[src/sv/bcsm_pkg.sv]
// Shared types, codes and helpers for the bitmap compressed sparse map.
// Used by bcsm_cell and bitmap_compressed_sparse_map; depends on nothing.
`default_nettype none

package bcsm_pkg;

    // Default configuration
    localparam int DEF_CAPACITY    = 8;
    localparam int DEF_NUM_IDS     = 64;
    localparam int DEF_VALUE_WIDTH = 32;

    // Fixed field widths of the ports
    localparam int OP_W     = 2;
    localparam int ID_W     = 6;
    localparam int DATA_W   = 32;
    localparam int STATUS_W = 2;
    localparam int SLOT_W   = 6;
    localparam int COUNT_W  = 7;

    // Operation codes
    localparam logic [OP_W-1:0] OP_FIND   = 2'd0;
    localparam logic [OP_W-1:0] OP_SET    = 2'd1;
    localparam logic [OP_W-1:0] OP_REMOVE = 2'd2;

    // Status codes
    localparam logic [STATUS_W-1:0] ST_OK       = 2'd0;
    localparam logic [STATUS_W-1:0] ST_ABSENT   = 2'd1;
    localparam logic [STATUS_W-1:0] ST_FULL     = 2'd2;
    localparam logic [STATUS_W-1:0] ST_REPLACED = 2'd3;

    // Broadcast control for the row of value cells
    typedef struct packed {
        logic               insert;
        logic               remove;
        logic               write;
        logic [SLOT_W-1:0]  slot;
        logic [COUNT_W-1:0] count;
    } cell_ctl_t;

    // Count the set bits of a 64-bit word: per-byte counts, then an adder tree
    function automatic logic [COUNT_W-1:0] popcount64(input logic [63:0] word);
        logic [3:0] byte_cnt [8];
        logic [4:0] pair_cnt [4];
        logic [5:0] quad_cnt [2];
        for (int b = 0; b < 8; b++)
        begin
            byte_cnt[b] = '0;
            for (int i = 0; i < 8; i++)
            begin
                byte_cnt[b] = byte_cnt[b] + 4'(word[8*b+i]);
            end
        end
        for (int p = 0; p < 4; p++)
        begin
            pair_cnt[p] = 5'(byte_cnt[2*p]) + 5'(byte_cnt[2*p+1]);
        end
        for (int q = 0; q < 2; q++)
        begin
            quad_cnt[q] = 6'(pair_cnt[2*q]) + 6'(pair_cnt[2*q+1]);
        end
        return COUNT_W'(quad_cnt[0]) + COUNT_W'(quad_cnt[1]);
    endfunction

endpackage

`default_nettype wire

[src/sv/bcsm_cell.sv]
// One value cell of the compact store: holds one entry and takes its
// neighbor's value on insert or remove. Depends on bcsm_pkg.
`default_nettype none

module bcsm_cell
    import bcsm_pkg::*;
#(
    parameter int VALUE_WIDTH = DEF_VALUE_WIDTH,
    parameter int CELL_INDEX  = 0
)
(
    input  wire logic                   clk,
    input  wire cell_ctl_t              ctl,
    input  wire logic [VALUE_WIDTH-1:0] left_value,
    input  wire logic [VALUE_WIDTH-1:0] right_value,
    input  wire logic [VALUE_WIDTH-1:0] wdata,
    output logic      [VALUE_WIDTH-1:0] value
);

    localparam logic [COUNT_W-1:0] IDX = COUNT_W'(CELL_INDEX);

    logic [VALUE_WIDTH-1:0] value_reg;
    logic [VALUE_WIDTH-1:0] value_next;
    logic [COUNT_W-1:0]     slot_ext;

    assign slot_ext = COUNT_W'(ctl.slot);

    // Pick the new entry: own slot, neighbor below or neighbor above
    always_comb
    begin
        value_next = value_reg;
        if (ctl.insert)
        begin
            if (IDX == slot_ext)
            begin
                value_next = wdata;
            end
            else if (IDX > slot_ext && IDX <= ctl.count)
            begin
                value_next = left_value;
            end
        end
        else if (ctl.remove)
        begin
            if (IDX >= slot_ext && (IDX + COUNT_W'(1)) < ctl.count)
            begin
                value_next = right_value;
            end
        end
        else if (ctl.write)
        begin
            if (IDX == slot_ext)
            begin
                value_next = wdata;
            end
        end
    end

    always_ff @(posedge clk)
    begin
        value_reg <= value_next;
    end

    assign value = value_reg;

endmodule

`default_nettype wire

[src/sv/bitmap_compressed_sparse_map.sv]
// Top level of the bitmap compressed sparse map: presence bitmap, slot
// lookup stage and the row of bcsm_cell value cells. Depends on bcsm_pkg.
//
// Usage:
//   Input channel (in_valid/in_ready) carries operation, item_id and
//   write_value; output channel (out_valid/out_ready) carries status,
//   read_value, slot and entry_count, one result per input transaction.
//   A transaction is looked up in the cycle it is accepted: the slot is the
//   popcount of the presence bits below item_id and is registered with the
//   request. When the output register can take it, the request updates
//   the bitmap, the entry count and the cell row (insert moves later cells
//   up, remove moves them down) and loads the output register.
//   The result passes through the lookup stage and then the output register.
//   No new transaction is accepted while one waits in the lookup stage, so
//   each lookup sees the bitmap left by the previous transaction.
//   Reset empties the map (bitmap and count cleared); the cell contents
//   are not cleared and are only read below the entry count.
//   When the receiver stalls, the result holds in the output register, one
//   more request may be accepted and waits in the lookup stage; further
//   input is held off until the output register drains.
`default_nettype none

module bitmap_compressed_sparse_map
    import bcsm_pkg::*;
#(
    parameter int CAPACITY    = DEF_CAPACITY,
    parameter int NUM_IDS     = DEF_NUM_IDS,
    parameter int VALUE_WIDTH = DEF_VALUE_WIDTH
)
(
    input  wire logic                       clk,
    input  wire logic                       rst_n,
    input  wire logic                       in_valid,
    output logic                            in_ready,
    input  wire logic        [OP_W-1:0]     operation,
    input  wire logic        [ID_W-1:0]     item_id,
    input  wire logic signed [DATA_W-1:0]   write_value,
    output logic                            out_valid,
    input  wire logic                       out_ready,
    output logic             [STATUS_W-1:0] status,
    output logic signed      [DATA_W-1:0]   read_value,
    output logic             [SLOT_W-1:0]   slot,
    output logic             [COUNT_W-1:0]  entry_count
);

    localparam logic [COUNT_W-1:0] CAP_C = COUNT_W'(CAPACITY);

    // Map state
    logic [NUM_IDS-1:0]  presence_reg;
    logic [NUM_IDS-1:0]  presence_next;
    logic [COUNT_W-1:0]  count_reg;
    logic [COUNT_W-1:0]  count_next;

    // Lookup stage
    logic                   stage_valid_reg;
    logic [OP_W-1:0]        stage_op_reg;
    logic [ID_W-1:0]        stage_id_reg;
    logic                   stage_id_ok_reg;
    logic                   stage_present_reg;
    logic [SLOT_W-1:0]      stage_slot_reg;
    logic [VALUE_WIDTH-1:0] stage_value_reg;

    // Output register
    logic                  out_valid_reg;
    logic [STATUS_W-1:0]   status_reg;
    logic [STATUS_W-1:0]   status_next;
    logic [DATA_W-1:0]     read_value_reg;
    logic [DATA_W-1:0]     read_value_next;
    logic [SLOT_W-1:0]     slot_reg;
    logic [COUNT_W-1:0]    entry_count_reg;

    // Lookup signals
    logic                   accept;
    logic                   commit;
    logic [63:0]            presence_wide;
    logic [63:0]            id_bit;
    logic [63:0]            below_mask;
    logic                   id_ok;
    logic                   id_present;
    logic [SLOT_W-1:0]      lookup_slot;
    logic signed [63:0]     write_wide;

    // Cell row
    cell_ctl_t              ctl;
    logic [VALUE_WIDTH-1:0] cell_value [CAPACITY];
    logic [VALUE_WIDTH-1:0] hit_value;
    logic signed [63:0]     hit_wide;
    logic [63:0]            stage_bit;
    logic                   slot_in_store;

    assign in_ready = !stage_valid_reg;
    assign accept   = in_valid && in_ready;
    assign commit   = stage_valid_reg && (!out_valid_reg || out_ready);

    // Look up presence and slot of the incoming id
    assign presence_wide = 64'(presence_reg);
    assign id_bit        = 64'(1) << item_id;
    assign below_mask    = id_bit - 64'(1);
    assign id_ok         = 7'(item_id) < 7'(NUM_IDS);
    assign id_present    = id_ok && ((presence_wide & id_bit) != 64'(0));
    assign lookup_slot   = SLOT_W'(popcount64(presence_wide & below_mask));
    assign write_wide    = 64'(write_value);

    // Hold the request in the lookup stage
    always_ff @(posedge clk or negedge rst_n)
    begin
        if (!rst_n)
        begin
            stage_valid_reg <= 1'b0;
        end
        else if (accept)
        begin
            stage_valid_reg <= 1'b1;
        end
        else if (commit)
        begin
            stage_valid_reg <= 1'b0;
        end
    end

    always_ff @(posedge clk)
    begin
        if (accept)
        begin
            stage_op_reg      <= operation;
            stage_id_reg      <= item_id;
            stage_id_ok_reg   <= id_ok;
            stage_present_reg <= id_present;
            stage_slot_reg    <= lookup_slot;
            stage_value_reg   <= write_wide[VALUE_WIDTH-1:0];
        end
    end

    // Select the entry at the looked-up slot
    always_comb
    begin
        hit_value = '0;
        for (int k = 0; k < CAPACITY; k++)
        begin
            if (stage_slot_reg == SLOT_W'(k))
            begin
                hit_value = cell_value[k];
            end
        end
    end

    assign hit_wide      = 64'(signed'(hit_value));
    assign stage_bit     = 64'(1) << stage_id_reg;
    assign slot_in_store = COUNT_W'(stage_slot_reg) < CAP_C;

    // Decide the outcome and the state update of the staged request
    always_comb
    begin
        status_next     = ST_OK;
        read_value_next = '0;
        presence_next   = presence_reg;
        count_next      = count_reg;
        ctl.insert      = 1'b0;
        ctl.remove      = 1'b0;
        ctl.write       = 1'b0;
        ctl.slot        = stage_slot_reg;
        ctl.count       = count_reg;
        case (stage_op_reg)
            OP_FIND:
            begin
                if (stage_present_reg && slot_in_store)
                begin
                    read_value_next = hit_wide[DATA_W-1:0];
                end
                else
                begin
                    status_next = ST_ABSENT;
                end
            end
            OP_SET:
            begin
                if (!stage_id_ok_reg)
                begin
                    status_next = ST_ABSENT;
                end
                else if (stage_present_reg)
                begin
                    ctl.write   = commit;
                    status_next = ST_REPLACED;
                end
                else if (count_reg >= CAP_C || !slot_in_store)
                begin
                    status_next = ST_FULL;
                end
                else
                begin
                    ctl.insert    = commit;
                    presence_next = presence_reg | stage_bit[NUM_IDS-1:0];
                    count_next    = count_reg + COUNT_W'(1);
                end
            end
            OP_REMOVE:
            begin
                if (stage_present_reg)
                begin
                    ctl.remove    = commit;
                    presence_next = presence_reg & ~stage_bit[NUM_IDS-1:0];
                    count_next    = count_reg - COUNT_W'(1);
                end
                else
                begin
                    status_next = ST_ABSENT;
                end
            end
            default:
            begin
                status_next = ST_OK;
            end
        endcase
    end

    // Advance map state on commit
    always_ff @(posedge clk or negedge rst_n)
    begin
        if (!rst_n)
        begin
            presence_reg <= '0;
            count_reg    <= '0;
        end
        else if (commit)
        begin
            presence_reg <= presence_next;
            count_reg    <= count_next;
        end
    end

    // Row of value cells, each linked to its neighbors
    for (genvar k = 0; k < CAPACITY; k++)
    begin : g_cell
        logic [VALUE_WIDTH-1:0] left_in;
        logic [VALUE_WIDTH-1:0] right_in;

        if (k == 0)
        begin : g_first
            assign left_in = '0;
        end
        else
        begin : g_left
            assign left_in = cell_value[k-1];
        end

        if (k == CAPACITY - 1)
        begin : g_last
            assign right_in = '0;
        end
        else
        begin : g_right
            assign right_in = cell_value[k+1];
        end

        bcsm_cell #(
            .VALUE_WIDTH (VALUE_WIDTH),
            .CELL_INDEX  (k)
        ) u_cell (
            .clk         (clk),
            .ctl         (ctl),
            .left_value  (left_in),
            .right_value (right_in),
            .wdata       (stage_value_reg),
            .value       (cell_value[k])
        );
    end

    // Load the output register
    always_ff @(posedge clk or negedge rst_n)
    begin
        if (!rst_n)
        begin
            out_valid_reg <= 1'b0;
        end
        else if (commit)
        begin
            out_valid_reg <= 1'b1;
        end
        else if (out_ready)
        begin
            out_valid_reg <= 1'b0;
        end
    end

    always_ff @(posedge clk)
    begin
        if (commit)
        begin
            status_reg      <= status_next;
            read_value_reg  <= read_value_next;
            slot_reg        <= stage_slot_reg;
            entry_count_reg <= count_next;
        end
    end

    assign out_valid   = out_valid_reg;
    assign status      = status_reg;
    assign read_value  = read_value_reg;
    assign slot        = slot_reg;
    assign entry_count = entry_count_reg;

`ifndef NO_ASSERTIONS
    // Entry count tracks the bitmap
    a_count_matches_bitmap: assert property (@(posedge clk) disable iff (!rst_n)
        COUNT_W'($countones(presence_reg)) == count_reg)
        else $error("entry count differs from bitmap population");

    // Store never overfills
    a_count_in_capacity: assert property (@(posedge clk) disable iff (!rst_n)
        count_reg <= CAP_C)
        else $error("entry count exceeds capacity");

    // A new result comes only from a staged request
    a_result_from_stage: assert property (@(posedge clk) disable iff (!rst_n)
        $rose(out_valid_reg) |-> $past(stage_valid_reg))
        else $error("result appeared without a staged request");

    // A rejected set reports a full store
    a_full_means_full: assert property (@(posedge clk) disable iff (!rst_n)
        (out_valid_reg && status_reg == ST_FULL) |-> entry_count_reg == CAP_C)
        else $error("full status with free capacity");
`endif

endmodule

`default_nettype wire

[config.mk]
export PLATFORM = sky130hd
export DESIGN_NAME = bitmap_compressed_sparse_map
export DESIGN_NICKNAME = d
export VERILOG_FILES = /design/src/sv/bcsm_pkg.sv /design/src/sv/bcsm_cell.sv /design/src/sv/bitmap_compressed_sparse_map.sv
export SDC_FILE = /design/constraint.sdc
export NUM_CORES = 1
export LEC_CHECK = 0
export ABC_CLOCK_PERIOD_IN_PS = 5500
export BUFFER_PORTS_ARGS = -buffer_cell sky130_fd_sc_hd__clkbuf_2
export CAP_MARGIN = 25
export CELL_PAD_IN_SITES_DETAIL_PLACEMENT = 0
export CELL_PAD_IN_SITES_GLOBAL_PLACEMENT = 2
export CORE_ASPECT_RATIO = 1.2
export CORE_UTILIZATION = 39
export CTS_CLUSTER_SIZE = 8
export DETAILED_ROUTE_END_ITERATION = 16
export PLACE_DENSITY = 0.84
export SYNTH_ARGS = -nofsm -noshare
export SYNTH_HDL_FRONTEND = slang
export SYNTH_SLANG_ARGS = --single-unit
[constraint.sdc]
create_clock -name clk -period 5.5 [get_ports clk]
set_input_delay 1.375 -clock clk [delete_from_list [all_inputs] [get_ports clk]]
set_output_delay 1.375 -clock clk [all_outputs]
set_load 0.02 [all_outputs]
Yosys cells after proc, flatten, opt, wreduce, memory -nomap -nowiden
Cells that the tools add are included.

Register bits: 423. Input port bits: 44. Output and inout bits: 49. Logic and storage cells: 300.

Add/subtract/negate cells: 66. Order comparisons: 34. Equal/unequal tests: 35. Shifts and indexed selects: 2. Multiplexer cells: 87. Bitwise logic cells: 5. Reductions and logical operators: 50.

Operator list (count): 32-bit 2-to-1 mux (64); 64-bit bitwise AND (3); 64-bit 2-to-1 mux (3); 4-bit by 1-bit adder with 4-bit output (32); 64-bit one-hot mux with 2 select lines (1); 1-bit by 6-bit << shifter with 64-bit output, first input constant (2); 64-bit inverter (1); 64-bit bitwise OR (1); 64-bit nonzero test (1); 64-bit by 1-bit subtractor with 64-bit output, second input constant (1); 3-bit by 1-bit inequality test with 1-bit output, second input constant (16); 3-bit by 1-bit adder with 4-bit output (8); 4-bit AND reduction (8); 3-bit by 7-bit <= comparator with 1-bit output, first input constant (4); 3-bit by 7-bit less-than comparator with 1-bit output, first input constant (4); 3-bit nonzero test (9); 2-bit by 1-bit adder with 3-bit output (8); 3-bit by 6-bit equality test with 1-bit output, first input constant (4); 6-bit by 3-bit equality test with 1-bit output, second input constant (4); 3-bit by 6-bit >= comparator with 1-bit output, first input constant (4); 3-bit by 6-bit greater-than comparator with 1-bit output, first input constant (4); 7-bit 2-to-1 mux (3); 4-bit by 4-bit adder with 5-bit output (4); 1-bit logical AND (19); other kinds (35) (71).

Logic depth before layout (Yosys ltp)
Gate-level depths: netlist of the first run.

Depth in word-level cells: 13. Gate-level depth with buffers: 33. Gate-level depth less buffers: 29.

By module
A second synthesis of the first run with hierarchy kept.

Cells, all modules: 2847. Area, all modules: 28982.8 um^2.

By module, submodules not included: bitmap_compressed_sparse_map (instances 1, cells an instance 1157, area an instance 11941.5 um^2, sequential area each 4649.5 um^2); bcsm_cell at g_cell[7].u_cell (instances 1, cells an instance 203, area an instance 2223.4 um^2, sequential area each 960.9 um^2); bcsm_cell at g_cell[4].u_cell (instances 1, cells an instance 202, area an instance 2222.1 um^2, sequential area each 960.9 um^2); bcsm_cell at g_cell[6].u_cell (instances 1, cells an instance 200, area an instance 2203.4 um^2, sequential area each 960.9 um^2); bcsm_cell at g_cell[3].u_cell (instances 1, cells an instance 203, area an instance 2185.8 um^2, sequential area each 960.9 um^2); bcsm_cell at g_cell[0].u_cell (instances 1, cells an instance 228, area an instance 2140.8 um^2, sequential area each 960.9 um^2); bcsm_cell at g_cell[5].u_cell (instances 1, cells an instance 228, area an instance 2055.7 um^2, sequential area each 960.9 um^2); bcsm_cell at g_cell[1].u_cell (instances 1, cells an instance 202, area an instance 2006.9 um^2, sequential area each 960.9 um^2); bcsm_cell at g_cell[2].u_cell (instances 1, cells an instance 224, area an instance 2003.2 um^2, sequential area each 960.9 um^2).

Worst setup path before layout of the first run
Ideal clock, no wire load.

Path kind: input -> register. Start point: input port item_id[2]. End point: register stage_slot_reg[5], data pin. Library setup time: 258 ps. Arrival: 8336 ps. Required time: 5242 ps. Path slack: -3094 ps. Cell stages on the path: 29. Path buffers: 5. Cell sequence: clkbuf_1 -> clkbuf_1 -> clkbuf_1 -> nor2_1 -> nand3_1 -> ha_1 -> clkbuf_1 -> inv_1 -> a21o_1 -> clkbuf_1 -> xnor2_1 -> and2_0 -> o21ai_0 -> fa_1 -> fa_1 -> fa_1 -> inv_1 -> fa_1 -> fa_1 -> fa_1 -> inv_1 -> fa_1 -> inv_1 -> ha_1 -> a21o_1 -> a21oi_1 -> o21bai_1 -> a21oi_1 -> xnor2_1.

Word-level cells in the longest chain between the ends: 13. Elaborated cells between the ends (all ways): 66. Classes of those cells: 64 x add/sub; 1 x shift; 1 x bitwise.

Ends and longest elaborated chain: start: declaration (RTL line bitmap_compressed_sparse_map.sv:36) `input wire logic [ID_W-1:0] item_id,`; 1-bit by 6-bit << shifter with 64-bit output * (RTL line bitmap_compressed_sparse_map.sv:97) `assign id_bit = 64'(1) << item_id;`; 64-bit by 1-bit subtractor with 64-bit output * (RTL line bitmap_compressed_sparse_map.sv:98) `assign below_mask = id_bit - 64'(1);`; 64-bit bitwise AND * (RTL line bitmap_compressed_sparse_map.sv:101) `assign lookup_slot = SLOT_W'(popcount64(presence_wide & below_mask));`; 1-bit by 1-bit adder with 2-bit output (RTL line bcsm_pkg.sv:50) `byte_cnt[b] = byte_cnt[b] + 4'(word[8*b+i]);`; 2-bit by 1-bit adder with 3-bit output (RTL line bcsm_pkg.sv:50); 3-bit by 1-bit adder with 4-bit output (RTL line bcsm_pkg.sv:50); 4-bit by 1-bit adder with 4-bit output (4 in a row) (RTL line bcsm_pkg.sv:50); 4-bit by 4-bit adder with 5-bit output (RTL line bcsm_pkg.sv:55) `pair_cnt[p] = 5'(byte_cnt[2*p]) + 5'(byte_cnt[2*p+1]);`; 5-bit by 5-bit adder with 6-bit output (RTL line bcsm_pkg.sv:59) `quad_cnt[q] = 6'(pair_cnt[2*q]) + 6'(pair_cnt[2*q+1]);`; 6-bit adder * (RTL line bcsm_pkg.sv:61) `return COUNT_W'(quad_cnt[0]) + COUNT_W'(quad_cnt[1]);`; net lookup_slot[5] (RTL line bitmap_compressed_sparse_map.sv:80) `logic [SLOT_W-1:0] lookup_slot;`; end signal: assignment (RTL line bitmap_compressed_sparse_map.sv:129) `stage_slot_reg <= lookup_slot;`; end: declaration (RTL line bitmap_compressed_sparse_map.sv:60) `logic [SLOT_W-1:0] stage_slot_reg;`.

The timed path passes the listed nets; every way through them passes the cells marked *. A chain may end at the register's enable or synchronous reset.

Final worst setup path of the first run
Start point: input port item_id[3]. End point: register stage_slot_reg[4], data pin.

Same word-level chain as after synthesis.

==> results of run 1 <==
==> routing by layer <==
metal	wire, µm	part of all wire
met1	34400	0.39
met4	4090	0.047
met5	0	0
met3	6150	0.070
met2	42700	0.49
==> cells in the mapped netlist (43+ instances only) <==
library cell / instances / area [µm²]
sky130_fd_sc_hd__edfxtp_1: 350 / 10500
sky130_fd_sc_hd__nand2_1: 254 / 953
sky130_fd_sc_hd__a22o_1: 227 / 1990
sky130_fd_sc_hd__a21o_1: 198 / 1490
sky130_fd_sc_hd__clkbuf_1: 150 / 563
sky130_fd_sc_hd__o21ai_0: 120 / 601
sky130_fd_sc_hd__a21oi_1: 82 / 410
sky130_fd_sc_hd__dfrtp_1: 73 / 1830
sky130_fd_sc_hd__nor2_1: 66 / 248
sky130_fd_sc_hd__inv_1: 65 / 244
sky130_fd_sc_hd__fa_1: 54 / 1080
sky130_fd_sc_hd__nand3_1: 43 / 215
==> area by class of cell <==
cell class / instances / share of cell area
clock buffer: 78 / 0.0525
tap: 808 / 0.0348
sequential: 423 / 0.425
inverter: 66 / 0.00883
timing repair buffer: 334 / 0.0870
clock inverter: 3 / 0.00228
multi-input combinational: 1472 / 0.390
==> where the power goes <==
| group | switching (mW) | internal (mW) |
|---|---|---|
| logic | 1.69 | 1.20 |
| clock network | 1.40 | 1.90 |
| registers | 0.354 | 3.95 |
| total | 3.44 | 7.06 |
==> worst paths after layout <==
| kind | depth (start not counted) | to | from |
|---|---|---|---|
| setup / recovery | 27 | stage_slot_reg[4] | item_id[3] |
| hold / removal | 2 | flip-flop | flip-flop |
| setup reg to reg | 18 | stage_slot_reg[4] | flip-flop |
| hold reg to reg | 2 | flip-flop | flip-flop |
| max in group asynchronous | 2 | async pin | rst_n |
| min in group asynchronous | 1 | out_valid | rst_n |
==> stage by stage <==
step	area [µm²]	setup TNS, ns	instances
after global routing	29100	-8.36	3184
after floorplan	24400	-12.00	2163
after detailed placement	26700	-13.09	3060
after global placement	26700	-12.98	3059
final	29100	-7.39	3184
after CTS	28900	-7.76	3176
==> worst min-delay path, delay by kind of cell, from the launching register on <==
family / cells / cell delay, ns
compound gates: 1 / 0.06
flops: 1 / 0.35
simple gates: 1 / 0.05
==> repair_timing <==
| action | in CTS | in global routing |
|---|---|---|
| endpoints found under the setup margin | 6 | 6 |
| resized for setup | 92 | 31 |
| setup buffers | 35 | 8 |
| pin swaps | 60 | 44 |
| gates cloned | 0 | 0 |
==> cells by family after synthesis <==
logic type	Yosys count	synth area share
compound gates	827	0.248
simple gates	499	0.0977
flops	423	0.510
buf+inv	268	0.0429
fa+ha+maj	77	0.0566
mux	46	0.0360
xor+xnor	22	0.00797
other cells	1	0.000155
==> results.py, run 1 <==
metrics = {
    "run_status": {
        "status": "finished with violations",
        "violations": "setup timing",
    },
    "clocking": {
        "cts_hold_repair.buffers": 0,
        "cts.root.buffer_cell": "sky130_fd_sc_hd__clkbuf_16",
        "clock-sinks": 423,
        "clock_latency_ns": 0.63,
        "cts_tree": "yes",
        "clock_tree_buffer_depth": 3,
        "numCtsBuffers": 58,
        "h_tree_levels": 2,
        "cts_clock_pin_slew_for_the_worst_setup_and_hold_paths_ns": 0.06,
    },
    "sta": {
        "setup_violations": 6,
        "timing.final.max_slew_violations": 0,
        "period_needed_ns": 6.97,
        "final.setup.worst_slack_ns": -1.47,
        "layout_worst_path_cycle_share": 1.27,
        "clock_skew_ns": 0.0312,
        "timing_worst_slew_pin_value_ns": 1.07,
        "smallest_hold_slack_ns": 0.494,
        "maxSlewHeadroom": 0.284,
        "fmax_mhz": 144,
        "grt_setup_unrepaired": "true",
        "final_hold_viol_count": 0,
    },
    "drt": {
        "detail_route.first_pass.iterations": 5,
        "routed_wl_um": 87300,
        "route.vias.total": 19552,
        "drt_drc_violations_left": 0,
        "antenna_violating_nets_post_route": 0,
        "detail_route.iter0.violations": 1948,
        "avgViaCountPerCell": 6.14,
        "post_drt_wl_per_cell_um": 27.4,
    },
    "synthesis": {
        "synth_edf_count": 350,
        "synth_ff_type": "sky130_fd_sc_hd__edfxtp_1",
        "syn-num-nets": 2284,
        "netlist_instances": 2163,
        "ys_seq_area_frac": 0.510,
        "synth.ff_latch_count": 423,
        "ys_types": 70,
        "mean_cell_area_of_the_mapped_netlist_um2": 11.2,
        "synthesis.area_um2": 24200,
        "yosys_warning_count": 0,
        "ys_async_sr_fraction": 0.173,
    },
    "pwr": {
        "power.leakage_nw": 11.6,
        "vdd.ir_drop.worst_mv": 0.431,
        "cellPowerDensity_nw_per_um2": 361,
        "post-layout-total-power_mw": 10.5,
    },
    "worst_setup_path": {
        "worst-setup-path-type": "in -> reg",
        "cpMostUsedCell": "sky130_fd_sc_hd__fa_1",
        "cpMaxStageDelayCell": "sky130_fd_sc_hd__fa_1",
        "crit_path_max_incr_delay_ns": 0.55,
        "arrival_ns": 7.33,
        "critPathTopFamily": "adder cells",
        "crit_path_start_kind": "input port",
        "critPathCaptureType": "flip-flop",
        "critical_path.max_fanout": 6,
        "worst-endpoint-required_ns": 5.86,
        "internal_reg_to_reg_setup_slack_ns": -0.52,
        "buffers_inverters_on_critical_path": 8,
    },
    "finish": {
        "final_layout_size_suffix_gt1_frac": 0.233,
        "most_common_library_cell_in_the_layout_ignoring_fill_and_taps": "sky130_fd_sc_hd__edfxtp_1",
        "most-common-layout-cells": "350 x sky130_fd_sc_hd__edfxtp_1, 248 x sky130_fd_sc_hd__nand2_1, 227 x sky130_fd_sc_hd__a22o_1",
        "design.final.nets": 2476,
        "seqCellArea_um2": 12300,
        "areaGrowthSynthToFinish_pct": 20.2,
        "final_core_utilization": 0.476,
        "fillCellCount": 5663,
        "area_of_the_multi_input_gates_um2": 11300,
        "insertedDiodeCount": 0,
    },
    "placement": {
        "io_buffers": 92,
        "gp_congestion": 0.954,
        "placement.setup.worst_slack_ns": -2.39,
        "detailedPlacementHpwl_um": 55500,
    },
    "floorplan": {
        "fp.dieW_um": 229,
        "initial_core_util": 0.396,
        "die_h_um": 275,
        "fp.coreArea_um2": 61100,
        "fp-row-count": 99,
        "io_pins": 93,
        "die-area_um2": 63000,
    },
    "global_routing": {
        "use_met3": 0.0407,
        "grt_max_degree": 200,
        "first_global_vias": 20056,
        "global_route.usage.met2": 0.466,
        "grt_pass1_wl_um": 130000,
        "use_met1": 0.350,
        "globalRoute.totalOverflow": 0,
        "grt_use_total": 0.276,
        "antenna_violations_before_repair": 0,
        "grt-busiest-layer": "met2",
    },
    "flow_run": {
        "cap_violations": 0,
    },
    "hold_path": {
        "hold_class": "reg -> reg",
    },
}
Power figures use the tool's default switching activity.
==> inputs of run 2 (changes only) <==
- ABC_CLOCK_PERIOD_IN_PS: 5500 -> 5650
- clock period: 5.5 -> 5.65 ns (I/O delays scaled with it)
==> run 2 against run 1 <==
The run still ends with setup timing left. Power down 2.7%. Clock skew up 0.030 ns. Register-to-register slack better by 0.09 ns. Clock power down 1%. Sequential share of layout area is 0.16 points higher. Critical path depth did not move. Sequential power decreased by 3%. Via count shrank 0.57%.
==> results.py, run 2 (same netlist as run 1, synthesis figures left out) <==
metrics = {
    "sta": {
        "timing_worst_slew_pin_value_ns": 1.14,
        "fmax_mhz": 141,
        "final_hold_viol_count": 0,
        "clock_skew_ns": 0.0611,
        "timing.final.max_slew_violations": 0,
        "grt_setup_unrepaired": "true",
        "layout_worst_path_cycle_share": 1.26,
        "final.setup.worst_slack_ns": -1.45,
        "setup_violations": 6,
        "period_needed_ns": 7.10,
        "maxSlewHeadroom": 0.241,
    },
    "pwr": {
        "post-layout-total-power_mw": 10.2,
        "power.leakage_nw": 11.5,
        "vdd.ir_drop.worst_mv": 0.312,
        "cellPowerDensity_nw_per_um2": 353,
    },
    "finish": {
        "final_core_utilization": 0.474,
        "finish.instance_area_um2": 28900,
        "design.final.nets": 2460,
        "most-common-layout-cells": "350 x sky130_fd_sc_hd__edfxtp_1, 250 x sky130_fd_sc_hd__nand2_1, 227 x sky130_fd_sc_hd__a22o_1",
        "areaGrowthSynthToFinish_pct": 19.7,
        "insertedDiodeCount": 0,
        "final_layout_size_suffix_gt1_frac": 0.218,
        "most_common_library_cell_in_the_layout_ignoring_fill_and_taps": "sky130_fd_sc_hd__edfxtp_1",
    },
    "worst_setup_path": {
        "crit_path_start_kind": "input port",
        "cpMostUsedCell": "sky130_fd_sc_hd__fa_1",
        "critPathTopFamily": "adder cells",
        "reg2regPathDepth": 19,
        "critical_path.max_fanout": 7,
        "worst-endpoint-required_ns": 6.00,
        "buffers_inverters_on_critical_path": 8,
        "arrival_ns": 7.45,
        "worst-setup-path-type": "in -> reg",
        "critPathCaptureType": "flip-flop",
        "setup.worst_path.start": "item_id[3]",
        "crit_path_max_incr_delay_ns": 0.55,
        "internal_reg_to_reg_setup_slack_ns": -0.43,
        "cpMaxStageDelayCell": "sky130_fd_sc_hd__fa_1",
        "worst_setup_path_endpoint": "stage_slot_reg[4]",
        "worstReg2RegEnd": "stage_slot_reg[4]",
        "worstSetupPathDepth": 27,
    },
    "clocking": {
        "clock_tree_buffer_depth": 3,
        "h_tree_levels": 2,
        "clock_latency_ns": 0.67,
        "cts_clock_pin_slew_for_the_worst_setup_and_hold_paths_ns": 0.06,
        "cts_hold_repair.buffers": 0,
        "cts.root.buffer_cell": "sky130_fd_sc_hd__clkbuf_16",
        "clock-sinks": 423,
        "cts_tree": "yes",
        "numCtsBuffers": 59,
    },
    "drt": {
        "detail_route.first_pass.iterations": 5,
        "antenna_violating_nets_post_route": 0,
        "routed_wl_um": 86100,
        "detail_route.iter0.violations": 1744,
        "avgViaCountPerCell": 6.14,
        "post_drt_wl_per_cell_um": 27.2,
        "route.vias.total": 19441,
        "drt_drc_violations_left": 0,
    },
    "floorplan": {
        "initial_core_util": 0.396,
        "io_pins": 93,
        "die-area_um2": 63000,
        "fp.dieW_um": 229,
        "die_h_um": 275,
        "fp-row-count": 99,
        "fp.coreArea_um2": 61100,
    },
    "placement": {
        "detailed_place.area_um2": 26800,
        "io_buffers": 92,
        "gp_congestion": 0.941,
        "detailedPlacementHpwl_um": 55400,
        "placement.setup.worst_slack_ns": -2.31,
    },
    "global_routing": {
        "grt_max_degree": 225,
        "globalRoute.totalOverflow": 0,
        "grt_use_total": 0.272,
        "grt_pass1_wl_um": 129000,
        "antenna_violations_before_repair": 1,
        "first_global_vias": 19924,
    },
    "flow_run": {
        "cap_violations": 0,
    },
    "hold_path": {
        "hold_class": "reg -> reg",
    },
    "run_status": {
        "violations": "setup timing",
        "status": "finished with violations",
    },
}
-- run 2: per-stage QoR --
| step | TNS (ns) | cells | hold slack, ns |
|---|---|---|---|
| after floorplan | -11.33 | 2163 | 0.424 |
| after global placement | -11.67 | 3058 | 0.492 |
| after detailed placement | -12.26 | 3062 | 0.494 |
| after CTS | -6.95 | 3162 | 0.508 |
| after global routing | -8.14 | 3166 | 0.552 |
| final | -7.07 | 3166 | 0.510 |
-- run 2: worst reg2reg max path, delay by kind of cell (launching register included) --
family | cells | cell delay (ns)
adder cells (fa/ha/maj) | 9 | 4.19
AO/OA/AOI/OAI | 2 | 0.48
flip-flops | 1 | 0.42
buffers and inverters | 5 | 0.41
AND/OR/NAND/NOR | 2 | 0.19
XOR/XNOR | 1 | 0.10
-- run 2: how the worst min path moves through the flow --
stage	startpoint	end	cells past startpoint	slack, ns
after floorplan	stage_slot_reg[0]	slot[0]	0	0.42
after global placement	flip-flop	flip-flop	2	0.49
after detailed placement	flip-flop	flip-flop	2	0.49
after CTS	flip-flop	flip-flop	2	0.51
after global routing	flip-flop	flip-flop	2	0.55
final	flip-flop	flip-flop	2	0.51
-- run 2: repair_timing --
| item | CTS | global route |
|---|---|---|
| buffers inserted | 19 | 2 |
| pin swaps | 41 | 29 |
| resized for setup | 56 | 25 |
| setup endpoints to repair | 6 | 6 |
| gates cloned | 1 | 0 |
-- run 2: power breakdown --
group | internal [mW] | switching (mW) | total [mW]
clock network | 1.89 | 1.38 | 3.27
logic | 1.14 | 1.64 | 2.77
registers | 3.85 | 0.325 | 4.17
total | 6.87 | 3.34 | 10.2
-- run 2: area by class of cell --
cell class	instances	area, µm²
clock buffers	75	1550
repair buffers	317	2440
multi-input cells	1472	11200
inverters	66	256
flip-flops and latches	423	12300
fillers	5563	32100
well taps	808	1010
clock inverters	5	100
-- run 2: routing by layer --
layer | vias up | global-route usage | part of all wire
met4 | 2 | 0.118 | 0.043
met5 | - | 0 | 0.00023
met2 | 921 | 0.469 | 0.49
met3 | 191 | 0.0400 | 0.070
li1 | 8554 | - | -
met1 | 9773 | 0.341 | 0.39
